**src/sdu_pkg.sv**
```systemverilog
// ----------------------------------------------------------------------------
// Signal dispatch unit package
// Operation, disposition and status codes, controller commands, the status
// record shared by the controller and the datapath, and the result record.
// ----------------------------------------------------------------------------
package sdu_pkg;

    localparam int SIG_W      = 5;
    localparam int MASK_W     = 32;
    localparam int ADDR_W     = 32;
    localparam int KIND_W     = 3;
    localparam int OP_W       = 3;
    localparam int STATUS_W   = 3;
    localparam int IN_DATA_W  = 104;
    localparam int OUT_DATA_W = 112;

    localparam logic [OP_W-1:0] OP_POST   = 3'd0;
    localparam logic [OP_W-1:0] OP_SWAP   = 3'd1;
    localparam logic [OP_W-1:0] OP_SET    = 3'd2;
    localparam logic [OP_W-1:0] OP_CHECK  = 3'd3;
    localparam logic [OP_W-1:0] OP_RETURN = 3'd4;

    localparam logic [KIND_W-1:0] KIND_DEFAULT = 3'd0;
    localparam logic [KIND_W-1:0] KIND_IGNORE  = 3'd1;
    localparam logic [KIND_W-1:0] KIND_KILL    = 3'd2;
    localparam logic [KIND_W-1:0] KIND_STOP    = 3'd3;
    localparam logic [KIND_W-1:0] KIND_CONT    = 3'd4;
    localparam logic [KIND_W-1:0] KIND_USER    = 3'd5;

    localparam logic [STATUS_W-1:0] ST_DONE   = 3'd0;
    localparam logic [STATUS_W-1:0] ST_REJECT = 3'd1;
    localparam logic [STATUS_W-1:0] ST_YIELD  = 3'd2;
    localparam logic [STATUS_W-1:0] ST_TERM   = 3'd3;
    localparam logic [STATUS_W-1:0] ST_ENTER  = 3'd4;

    typedef enum logic [3:0] {
        CMD_NONE,
        CMD_LATCH,
        CMD_POST,
        CMD_SWAP,
        CMD_SET_RD,
        CMD_SET_WR,
        CMD_REJECT,
        CMD_YIELD,
        CMD_RETURN,
        CMD_SCAN_START,
        CMD_SCAN_NEXT,
        CMD_SCAN_RD,
        CMD_EVAL,
        CMD_OUT_LOAD
    } t_cmd;

    typedef struct packed {
        logic [OP_W-1:0] op;
        logic            set_ok;
        logic            must_yield;
        logic            eligible;
        logic            last;
        logic            eval_end;
        logic            out_free;
    } t_stat;

    typedef struct packed {
        logic [STATUS_W-1:0] status;
        logic [SIG_W-1:0]    chosen;
        logic [ADDR_W-1:0]   entry;
        logic [MASK_W-1:0]   old_mask;
        logic [KIND_W-1:0]   old_kind;
        logic [ADDR_W-1:0]   old_address;
    } t_result;

endpackage

```
**src/sdu_ctrl.sv**
```systemverilog
// ----------------------------------------------------------------------------
// Signal dispatch unit controller
// One-hot state machine that sequences decode, action table access, the
// signal scan and the hand-off of each result to the output register.
// ----------------------------------------------------------------------------
module sdu_ctrl (
    input  logic           i_clk,
    input  logic           i_rst_n,
    input  logic           i_s_valid,
    output logic           o_s_ready,
    input  sdu_pkg::t_stat i_stat,
    output sdu_pkg::t_cmd  o_cmd
);
    import sdu_pkg::*;

    typedef enum logic [5:0] {
        S_IDLE   = 6'b000001,
        S_DECODE = 6'b000010,
        S_SETWR  = 6'b000100,
        S_SCAN   = 6'b001000,
        S_EVAL   = 6'b010000,
        S_FIN    = 6'b100000
    } t_state;

    t_state r_state;
    t_state n_state;

    assign o_s_ready = (r_state == S_IDLE);

    always_comb begin
        n_state = r_state;
        o_cmd   = CMD_NONE;
        unique case (r_state)
            S_IDLE: begin
                if (i_s_valid) begin
                    o_cmd   = CMD_LATCH;
                    n_state = S_DECODE;
                end
            end
            S_DECODE: begin
                n_state = S_FIN;
                unique case (i_stat.op)
                    OP_POST:   o_cmd = CMD_POST;
                    OP_SWAP:   o_cmd = CMD_SWAP;
                    OP_SET: begin
                        if (i_stat.set_ok) begin
                            o_cmd   = CMD_SET_RD;
                            n_state = S_SETWR;
                        end else begin
                            o_cmd = CMD_REJECT;
                        end
                    end
                    OP_CHECK: begin
                        if (i_stat.must_yield) begin
                            o_cmd = CMD_YIELD;
                        end else begin
                            o_cmd   = CMD_SCAN_START;
                            n_state = S_SCAN;
                        end
                    end
                    OP_RETURN: o_cmd = CMD_RETURN;
                    default:   o_cmd = CMD_REJECT;
                endcase
            end
            S_SETWR: begin
                o_cmd   = CMD_SET_WR;
                n_state = S_FIN;
            end
            S_SCAN: begin
                // Skip signals not pending, or blocked and not kill or stop.
                priority if (i_stat.eligible) begin
                    o_cmd   = CMD_SCAN_RD;
                    n_state = S_EVAL;
                end else if (i_stat.last) begin
                    n_state = S_FIN;
                end else begin
                    o_cmd = CMD_SCAN_NEXT;
                end
            end
            S_EVAL: begin
                o_cmd = CMD_EVAL;
                if (i_stat.eval_end || i_stat.last) begin
                    n_state = S_FIN;
                end else begin
                    n_state = S_SCAN;
                end
            end
            S_FIN: begin
                if (i_stat.out_free) begin
                    o_cmd   = CMD_OUT_LOAD;
                    n_state = S_IDLE;
                end
            end
            default: n_state = S_IDLE;
        endcase
    end

    always_ff @(posedge i_clk) begin
        if (!i_rst_n) begin
            r_state <= S_IDLE;
        end else begin
            r_state <= n_state;
        end
    end

    a_fin_holds: assert property (@(posedge i_clk) disable iff (!i_rst_n)
        (r_state == S_FIN && !i_stat.out_free) |=> (r_state == S_FIN))
        else $error("finished item left FIN while the output register was full");

    a_eval_after_scan: assert property (@(posedge i_clk) disable iff (!i_rst_n)
        (r_state == S_EVAL) |-> $past(r_state == S_SCAN))
        else $error("EVAL entered without a table read from SCAN");

    a_setwr_after_decode: assert property (@(posedge i_clk) disable iff (!i_rst_n)
        (r_state == S_SETWR) |-> $past(r_state == S_DECODE))
        else $error("action write without a preceding decode");

endmodule

```
**src/sdu_dp.sv**
```systemverilog
// ----------------------------------------------------------------------------
// Signal dispatch unit datapath
// Signal state registers, the per-signal action tables, the scan index,
// the result record and the output register, all driven by controller
// commands.
// ----------------------------------------------------------------------------
module sdu_dp #(
    parameter int NUM_SIGNALS = 32,
    parameter int KILL_SIGNAL = 9,
    parameter int STOP_SIGNAL = 17,
    parameter int CONT_SIGNAL = 19
) (
    input  logic                             i_clk,
    input  logic                             i_rst_n,
    input  sdu_pkg::t_cmd                    i_cmd,
    input  logic [sdu_pkg::IN_DATA_W-1:0]    i_s_data,
    input  logic [sdu_pkg::OP_W-1:0]         i_s_user,
    output sdu_pkg::t_stat                   o_stat,
    output logic                             o_m_valid,
    input  logic                             i_m_ready,
    output logic [sdu_pkg::OUT_DATA_W-1:0]   o_m_data,
    output logic [sdu_pkg::STATUS_W-1:0]     o_m_user
);
    import sdu_pkg::*;

    localparam int              AW       = (NUM_SIGNALS > 1) ? $clog2(NUM_SIGNALS) : 1;
    localparam logic [SIG_W:0]  NUM_EXT  = (SIG_W + 1)'(NUM_SIGNALS);
    localparam logic [SIG_W-1:0] LAST_IDX = SIG_W'(NUM_SIGNALS - 1);
    localparam logic [SIG_W-1:0] KILL_IDX = SIG_W'(KILL_SIGNAL);
    localparam logic [SIG_W-1:0] STOP_IDX = SIG_W'(STOP_SIGNAL);
    localparam logic [SIG_W-1:0] CONT_IDX = SIG_W'(CONT_SIGNAL);

    // Latched input item.
    logic [OP_W-1:0]   r_op;
    logic [SIG_W-1:0]  r_sig;
    logic [MASK_W-1:0] r_nmask;
    logic [KIND_W-1:0] r_kind;
    logic [ADDR_W-1:0] r_haddr;
    logic [MASK_W-1:0] r_hmask;

    // Signal state.
    logic [MASK_W-1:0] r_pending, n_pending;
    logic [MASK_W-1:0] r_blocked, n_blocked;
    logic [MASK_W-1:0] r_saved,   n_saved;
    logic              r_stopped, n_stopped;
    logic              r_uha,     n_uha;
    logic [SIG_W-1:0]  r_idx,     n_idx;

    t_result           r_res, n_res;
    logic              r_out_valid, n_out_valid;
    t_result           r_out_res, n_out_res;
    logic              r_out_stopped, n_out_stopped;

    // Action tables with one valid bit per entry; an unwritten entry reads
    // as the default action with zero address and mask.
    logic [KIND_W-1:0] mem_kind [NUM_SIGNALS];
    logic [ADDR_W-1:0] mem_addr [NUM_SIGNALS];
    logic [MASK_W-1:0] mem_mask [NUM_SIGNALS];
    logic [NUM_SIGNALS-1:0] r_ent_valid;
    logic [KIND_W-1:0] r_rd_kind;
    logic [ADDR_W-1:0] r_rd_addr;
    logic [MASK_W-1:0] r_rd_mask;
    logic [AW-1:0]     rd_a;
    logic [AW-1:0]     wr_a;

    logic              in_range;
    logic              unmaskable;
    logic [KIND_W-1:0] eff_kind;
    logic              is_user;

    assign in_range   = ({1'b0, r_sig} < NUM_EXT);
    assign unmaskable = (r_idx == KILL_IDX) || (r_idx == STOP_IDX);
    assign rd_a       = (i_cmd == CMD_SET_RD) ? r_sig[AW-1:0] : r_idx[AW-1:0];
    assign wr_a       = r_sig[AW-1:0];

    // The default action resolves per signal.
    always_comb begin
        eff_kind = r_rd_kind;
        if (r_rd_kind == KIND_DEFAULT) begin
            priority if (r_idx == KILL_IDX) begin
                eff_kind = KIND_KILL;
            end else if (r_idx == STOP_IDX) begin
                eff_kind = KIND_STOP;
            end else if (r_idx == CONT_IDX) begin
                eff_kind = KIND_CONT;
            end else begin
                eff_kind = KIND_KILL;
            end
        end
    end

    assign is_user = (eff_kind != KIND_IGNORE) && (eff_kind != KIND_KILL) &&
                     (eff_kind != KIND_STOP) && (eff_kind != KIND_CONT);

    assign o_stat.op         = r_op;
    assign o_stat.set_ok     = in_range && (r_sig != KILL_IDX) && (r_sig != STOP_IDX) &&
                               (r_kind <= KIND_USER);
    assign o_stat.must_yield = r_stopped && !(r_pending[CONT_IDX] && !r_pending[KILL_IDX]);
    assign o_stat.eligible   = r_pending[r_idx] && (!r_blocked[r_idx] || unmaskable);
    assign o_stat.last       = (r_idx == LAST_IDX);
    assign o_stat.eval_end   = (eff_kind == KIND_KILL) || (is_user && !r_uha);
    assign o_stat.out_free   = !r_out_valid || i_m_ready;

    always_comb begin
        n_pending     = r_pending;
        n_blocked     = r_blocked;
        n_saved       = r_saved;
        n_stopped     = r_stopped;
        n_uha         = r_uha;
        n_idx         = r_idx;
        n_res         = r_res;
        n_out_valid   = r_out_valid && !i_m_ready;
        n_out_res     = r_out_res;
        n_out_stopped = r_out_stopped;
        unique case (i_cmd)
            CMD_LATCH: n_res = '0;
            CMD_POST: begin
                if (in_range) begin
                    n_pending[r_sig] = 1'b1;
                end else begin
                    n_res.status = ST_REJECT;
                end
            end
            CMD_SWAP: begin
                n_res.old_mask = r_blocked;
                n_blocked      = r_nmask;
            end
            CMD_SET_WR: begin
                n_res.old_kind    = r_rd_kind;
                n_res.old_address = r_rd_addr;
                n_res.old_mask    = (r_rd_kind == KIND_USER) ? r_rd_mask : r_blocked;
            end
            CMD_REJECT: n_res.status = ST_REJECT;
            CMD_YIELD:  n_res.status = ST_YIELD;
            CMD_RETURN: begin
                n_blocked = r_saved;
                n_uha     = 1'b0;
            end
            CMD_SCAN_START: n_idx = '0;
            CMD_SCAN_NEXT:  n_idx = r_idx + SIG_W'(1);
            CMD_EVAL: begin
                if (r_idx != LAST_IDX) begin
                    n_idx = r_idx + SIG_W'(1);
                end
                priority if (eff_kind == KIND_IGNORE) begin
                    n_pending[r_idx] = 1'b0;
                end else if (eff_kind == KIND_KILL) begin
                    n_pending[r_idx] = 1'b0;
                    n_res.status     = ST_TERM;
                    n_res.chosen     = r_idx;
                end else if (eff_kind == KIND_STOP) begin
                    n_pending[r_idx] = 1'b0;
                    n_stopped        = 1'b1;
                end else if (eff_kind == KIND_CONT) begin
                    n_pending[r_idx] = 1'b0;
                    n_stopped        = 1'b0;
                end else if (!r_uha) begin
                    n_saved          = r_blocked;
                    n_blocked        = r_rd_mask;
                    n_uha            = 1'b1;
                    n_pending[r_idx] = 1'b0;
                    n_res.status     = ST_ENTER;
                    n_res.chosen     = r_idx;
                    n_res.entry      = r_rd_addr;
                end
            end
            CMD_OUT_LOAD: begin
                n_out_valid   = 1'b1;
                n_out_res     = r_res;
                n_out_stopped = r_stopped;
            end
            default: ;
        endcase
    end

    always_ff @(posedge i_clk) begin
        if (!i_rst_n) begin
            r_pending   <= '0;
            r_blocked   <= '0;
            r_saved     <= '0;
            r_stopped   <= 1'b0;
            r_uha       <= 1'b0;
            r_idx       <= '0;
            r_out_valid <= 1'b0;
        end else begin
            r_pending   <= n_pending;
            r_blocked   <= n_blocked;
            r_saved     <= n_saved;
            r_stopped   <= n_stopped;
            r_uha       <= n_uha;
            r_idx       <= n_idx;
            r_out_valid <= n_out_valid;
        end
    end

    always_ff @(posedge i_clk) begin
        r_res         <= n_res;
        r_out_res     <= n_out_res;
        r_out_stopped <= n_out_stopped;
        if (i_cmd == CMD_LATCH) begin
            r_op    <= i_s_user;
            r_sig   <= i_s_data[4:0];
            r_nmask <= i_s_data[36:5];
            r_kind  <= i_s_data[39:37];
            r_haddr <= i_s_data[71:40];
            r_hmask <= i_s_data[103:72];
        end
    end

    always_ff @(posedge i_clk) begin
        if (!i_rst_n) begin
            r_ent_valid <= '0;
        end else if (i_cmd == CMD_SET_WR) begin
            r_ent_valid[wr_a] <= 1'b1;
        end
    end

    always_ff @(posedge i_clk) begin
        if (i_cmd == CMD_SET_WR) begin
            mem_kind[wr_a] <= r_kind;
            mem_addr[wr_a] <= (r_kind == KIND_USER) ? r_haddr : '0;
            mem_mask[wr_a] <= r_hmask;
        end
        r_rd_kind <= r_ent_valid[rd_a] ? mem_kind[rd_a] : KIND_DEFAULT;
        r_rd_addr <= r_ent_valid[rd_a] ? mem_addr[rd_a] : '0;
        r_rd_mask <= r_ent_valid[rd_a] ? mem_mask[rd_a] : '0;
    end

    assign o_m_valid = r_out_valid;
    assign o_m_user  = r_out_res.status;
    assign o_m_data  = {7'b0, r_out_stopped, r_out_res.old_address, r_out_res.old_kind,
                        r_out_res.old_mask, r_out_res.entry, r_out_res.chosen};

    a_uha_on_entry: assert property (@(posedge i_clk) disable iff (!i_rst_n)
        $rose(r_uha) |-> (r_res.status == ST_ENTER))
        else $error("handler marked active without a handler entry result");

    a_stopped_by_scan: assert property (@(posedge i_clk) disable iff (!i_rst_n)
        ($past(i_rst_n) && !$stable(r_stopped)) |-> $past(i_cmd == CMD_EVAL))
        else $error("stopped flag changed outside a scan step");

    a_blocked_src: assert property (@(posedge i_clk) disable iff (!i_rst_n)
        ($past(i_rst_n) && !$stable(r_blocked)) |->
        $past(i_cmd == CMD_SWAP || i_cmd == CMD_RETURN || i_cmd == CMD_EVAL))
        else $error("blocked mask changed by an unexpected command");

endmodule

```
**src/signal_dispatch_unit_top.sv**
```systemverilog
// ----------------------------------------------------------------------------
// Signal dispatch unit
// Pending, blocked and saved signal masks, stop and handler state, and a
// per-signal action table for one process context.
//
//   Channel  Direction  Payload
//   s_axis   in         tuser: operation; tdata: signal_number, new_mask,
//                       handler_kind, handler_address, handler_mask
//   m_axis   out        tuser: status; tdata: chosen_signal, entry_address,
//                       old_mask, old_kind, old_address, stopped
//
// Post, swap, handler return and rejected items pass through decode and then
// finish; set action adds a write step after the registered table read.
// A check scans one signal per cycle, plus an evaluation step for each pending
// signal that is not blocked (kill and stop count even when blocked), whether
// or not it acts on it; a kill or a handler entry ends the scan early.
// A new item is accepted while the previous result waits in the output
// register; a finished item holds until that register is free.
// Reset is synchronous and active low and clears all signal state and the
// table valid bits.
// ----------------------------------------------------------------------------
module signal_dispatch_unit_top #(
    parameter int NUM_SIGNALS = 32,
    parameter int KILL_SIGNAL = 9,
    parameter int STOP_SIGNAL = 17,
    parameter int CONT_SIGNAL = 19
) (
    input  logic                           i_clk,
    input  logic                           i_rst_n,
    input  logic                           s_axis_tvalid,
    output logic                           s_axis_tready,
    // signal_number[4:0], new_mask[36:5], handler_kind[39:37],
    // handler_address[71:40], handler_mask[103:72]
    input  logic [sdu_pkg::IN_DATA_W-1:0]  s_axis_tdata,
    // operation[2:0]
    input  logic [sdu_pkg::OP_W-1:0]       s_axis_tuser,
    output logic                           m_axis_tvalid,
    input  logic                           m_axis_tready,
    // chosen_signal[4:0], entry_address[36:5], old_mask[68:37],
    // old_kind[71:69], old_address[103:72], stopped[104], zeros above
    output logic [sdu_pkg::OUT_DATA_W-1:0] m_axis_tdata,
    // status[2:0]
    output logic [sdu_pkg::STATUS_W-1:0]   m_axis_tuser
);
    import sdu_pkg::*;

    t_cmd  cmd;
    t_stat stat;

    sdu_ctrl u_ctrl (
        .i_clk     (i_clk),
        .i_rst_n   (i_rst_n),
        .i_s_valid (s_axis_tvalid),
        .o_s_ready (s_axis_tready),
        .i_stat    (stat),
        .o_cmd     (cmd)
    );

    sdu_dp #(
        .NUM_SIGNALS (NUM_SIGNALS),
        .KILL_SIGNAL (KILL_SIGNAL),
        .STOP_SIGNAL (STOP_SIGNAL),
        .CONT_SIGNAL (CONT_SIGNAL)
    ) u_dp (
        .i_clk     (i_clk),
        .i_rst_n   (i_rst_n),
        .i_cmd     (cmd),
        .i_s_data  (s_axis_tdata),
        .i_s_user  (s_axis_tuser),
        .o_stat    (stat),
        .o_m_valid (m_axis_tvalid),
        .i_m_ready (m_axis_tready),
        .o_m_data  (m_axis_tdata),
        .o_m_user  (m_axis_tuser)
    );

endmodule
```
**config.mk**
```make
export PLATFORM = sky130hd
export DESIGN_NAME = signal_dispatch_unit_top
export DESIGN_NICKNAME = d
export VERILOG_FILES = /design/src/sdu_pkg.sv /design/src/sdu_ctrl.sv /design/src/sdu_dp.sv /design/src/signal_dispatch_unit_top.sv
export SDC_FILE = /design/constraint.sdc
export NUM_CORES = 2
export LEC_CHECK = 0
export BUFFER_PORTS_ARGS = -buffer_cell sky130_fd_sc_hd__clkbuf_2
export CAP_MARGIN = 20
export CORE_AREA = 2 2 454 456
export DETAILED_ROUTE_END_ITERATION = 6
export DIE_AREA = 0 0 456 458
export GPL_TIMING_DRIVEN = 0
export PLACE_DENSITY = 0.74
export SETUP_SLACK_MARGIN = 0.15
export SLEW_MARGIN = 20
export SYNTH_ARGS = -nofsm -noshare
export SYNTH_HDL_FRONTEND = slang
export SYNTH_SLANG_ARGS = --single-unit
```
**constraint.sdc**
```tcl
create_clock -name i_clk -period 5.75 [get_ports i_clk]
set_input_delay 0.8625 -clock i_clk [delete_from_list [all_inputs] [get_ports i_clk]]
set_output_delay 0.8625 -clock i_clk [all_outputs]
set_load 0.01 [all_outputs]
```
==> impl_metrics.py <==
metrics = {
    "timing": {
        "slew_headroom_pct": 21.5,
        "finalSetupViolCount": 0,
        "tightest_slew_ns": 1.17,
        "whs_ns": 0.0942,
        "rsz0062_at_grt": "no",
        "drv_slew": 0,
        "hold_violations": 0,
        "post-route-min-period_ns": 5.67,
        "min_period_over_period_pct": 98.6,
        "skew_ns": 0.0739,
        "timing.fmax_ghz": 0.176,
    },
    "clocking": {
        "cts_root_buf": "clkbuf_16",
        "clockBufferDepth": 4,
        "clk_latency_ns": 0.95,
        "cts_max_level": 5,
        "cts_hold_buf": 0,
        "clk_pin_slew_ns": 0.06,
        "cts_tree": "done",
        "cts_sinks": 2675,
        "cts_made_buffers": 277,
    },
    "detailed_routing": {
        "firstDrtPassIters": 7,
        "ant_nets": 0,
        "wirelength_um": 293000,
        "drt_iter0_markers": 9634,
        "via_count": 60700,
        "post_drt_via_cell_ratio": 6.29,
        "route.detailed.drc": 1,
        "wl_per_cell_um": 30.4,
    },
    "worst_setup_path": {
        "critPathTopFamily": "buffers and inverters",
        "endpoint_kind": "register",
        "crit_top_cell": "buf_2",
        "crit_fanout": 17,
        "critical_path_class": "register to register",
        "critPathBufInv": 8,
        "critical_path.max_stage_delay_ns": 0.56,
        "critPathArrivalTime_ns": 6.41,
        "path_cells": "buf_12, buf_8, buf_8, a211o_1, o2111ai_1, and4_1, buf_2, and2_1, buf_2, clkbuf_1, a211oi_1, a311oi_1, nand4_1, nand4_1, buf_4, buf_2, o311a_2",
        "slowest_stage": "clkbuf_1",
        "critPathLaunchType": "register",
        "crit_required_ns": 6.50,
    },
    "logic_synthesis": {
        "yosysWarnings": 0,
        "yosys.area.top_type": "edfxtp_1",
        "syn_area_per_cell_um2": 16.7,
        "synth_top_family_by_area": "multiplexers",
        "synth_xor_area_share_pct": 0.0345,
        "netlist_instances": 6085,
        "yosys_register_bits": 2675,
        "ys_types": 81,
        "synthTopCellsByArea": "edfxtp_1, mux2i_1, dfxtp_1, o22ai_1, nand2_1",
        "synthMuxAreaShare_pct": 9.00,
        "synth-seq-area-share_pct": 77.0,
        "synth-compound-area-share_pct": 7.29,
        "async_flop_share_pct": 0,
        "synth_area_um2": 102000,
        "synthAdderAreaFrac_pct": 0.0616,
        "synthSimpleGateAreaFrac_pct": 4.79,
        "synth.top_cell.area_share_pct": 72.9,
        "synth_top_flop_cell": "edfxtp_1",
        "synth-edff-count": 2466,
    },
    "placed_design": {
        "portBuffers": 219,
        "dp_cells": 9129,
        "dp_hpwl_um": 196000,
        "gp_congestion": 0.899,
        "placed_cell_area_um2": 109000,
    },
    "die": {
        "initial_utilization_pct": 49.9,
        "die-area_um2": 209000,
        "rows": 166,
        "core_area_um2": 204000,
        "die_w_um": 456,
        "pin_count": 228,
        "die_h_um": 458,
    },
    "finish": {
        "final_cell_area_um2": 118000,
        "final_cells": 9642,
        "n_fill_cell": 14800,
        "layout.nets": 6852,
        "area_growth_pct": 16.2,
        "layout_common_cells": "edfxtp_1, mux2i_1, nand2_1",
        "layout_commonest_cell": "edfxtp_1",
        "drive_gt1_share_pct": 14.6,
    },
    "power_and_ir_drop": {
        "fin_total_pwr_uw": 39100,
        "ir_drop_uv": 315,
        "powerDensity_nw_per_um2": 331,
        "leakage_uw": 0.0437,
    },
    "grt": {
        "grt_pass1_wl_um": 412000,
        "grt_max_degree": 70,
        "grt_pass1_vias": 58300,
        "grt_use_total_pct": 27.4,
        "antenna_found_initial": 27,
        "grt_overflow": 0,
    },
    "min_path": {
        "hp-class": "primary input to register",
    },
    "status": {
        "status": "complete, but fails checks",
        "violations": "DRC",
    },
    "flow_run": {
        "cap_violations": 0,
    },
}
==> cell usage after synthesis, types with 37 or more instances <==
library cell	instances
o311a_1	67
buf_4	37
clkbuf_1	188
nor2_1	189
a21oi_1	198
o22ai_1	337
dfxtp_1	209
mux2i_1	878
nand2_1	394
edfxtp_1	2466
or4_1	134
a211oi_1	38
and2_1	102
buf_2	129
a21o_1	70
o21ai_0	184
o221ai_1	67
nand3_1	96
==> per-layer routing <==
layer  GRT usage [%]  wire length (um)  vias to the layer above  part of all wire, %
met2            43.1            137000                     4046                   47
li1                -                 -                    25400                    -
met3            5.67             31900                      747                   11
met5               0                46                        -                0.016
met4            14.5             16600                        6                  5.7
met1            36.0            108000                    30500                   37
==> report_power, final <==
group,internal [uW],total (uW),switching (uW)
Clock,9760,16900,7170
Combinational,163,575,413
Sequential,21400,21500,177
Total,31300,39100,7760
==> repair_timing <==
action | in CTS | in global routing
gates cloned | 0 | 0
setup endpoints to repair | 67 | 16
setup buffers | 9 | 2
resized for setup | 17 | 8
pin swaps | 1 | 1
==> area by class of cell <==
| class | count | area, um2 | area share (%) |
|---|---|---|---|
| Clock inverter | 92 | 774 | 0.656 |
| Timing Repair Buffer | 366 | 4230 | 3.58 |
| Multi-Input combinational cell | 3013 | 21900 | 18.5 |
| Buffer | 387 | 1830 | 1.55 |
| Inverter | 16 | 72.6 | 0.0615 |
| Antenna cell | 31 | 77.6 | 0.0657 |
| Sequential cell | 2675 | 78200 | 66.3 |
| Clock buffer | 374 | 7590 | 6.43 |
| Tap cell | 2688 | 3360 | 2.85 |
==> logic make-up after synthesis <==
logic type                 count (synthesis)
AOI/OAI and AO/OA                       1106
xor gates and xnor gates                   4
other                                      1
muxes                                    895
buffers and inverters                    403
DFF                                     2675
and+or+nand+nor                          996
adders and majority gates                  5
==> final timing paths <==
path,from,to,slack (ns),depth (start not counted)
min,s_axis_tdata[55],u_dp.r_haddr[15],0.09,1
max reg2reg,u_dp.r_kind[2],u_dp.r_rd_mask[31],0.08,17
max,u_dp.r_kind[2],u_dp.r_rd_mask[31],0.08,17
min reg2reg,u_dp.r_res[2],u_dp.o_m_data[74],0.41,0
==> flip-flops by register name (all words and copies together) (netlist names), 32 cells and up <==
signal	flops
u_dp.r_saved	32
u_dp.r_nmask	32
u_dp.mem_mask	1024
u_dp.r_haddr	32
u_dp.r_ent_valid	32
u_dp.o_m_data	104
u_dp.r_blocked	32
u_dp.r_hmask	32
u_dp.r_rd_mask	32
u_dp.r_rd_addr	32
u_dp.mem_addr	1024
u_dp.r_res	107
u_dp.mem_kind	96
u_dp.r_pending	32
==> per-stage QoR <==
stage               utilization [%]  setup TNS (ns)  worst slack, ns
floorplan                         -               0            0.348
global placement               52.1        -7344.69            -4.28
detailed placement             53.6          -21.52           -0.835
CTS                            57.8               0            0.168
global route                   57.9               0            0.159
finish                         57.9               0           0.0834
No activity file was read; power rests on OpenSTA's default activity.
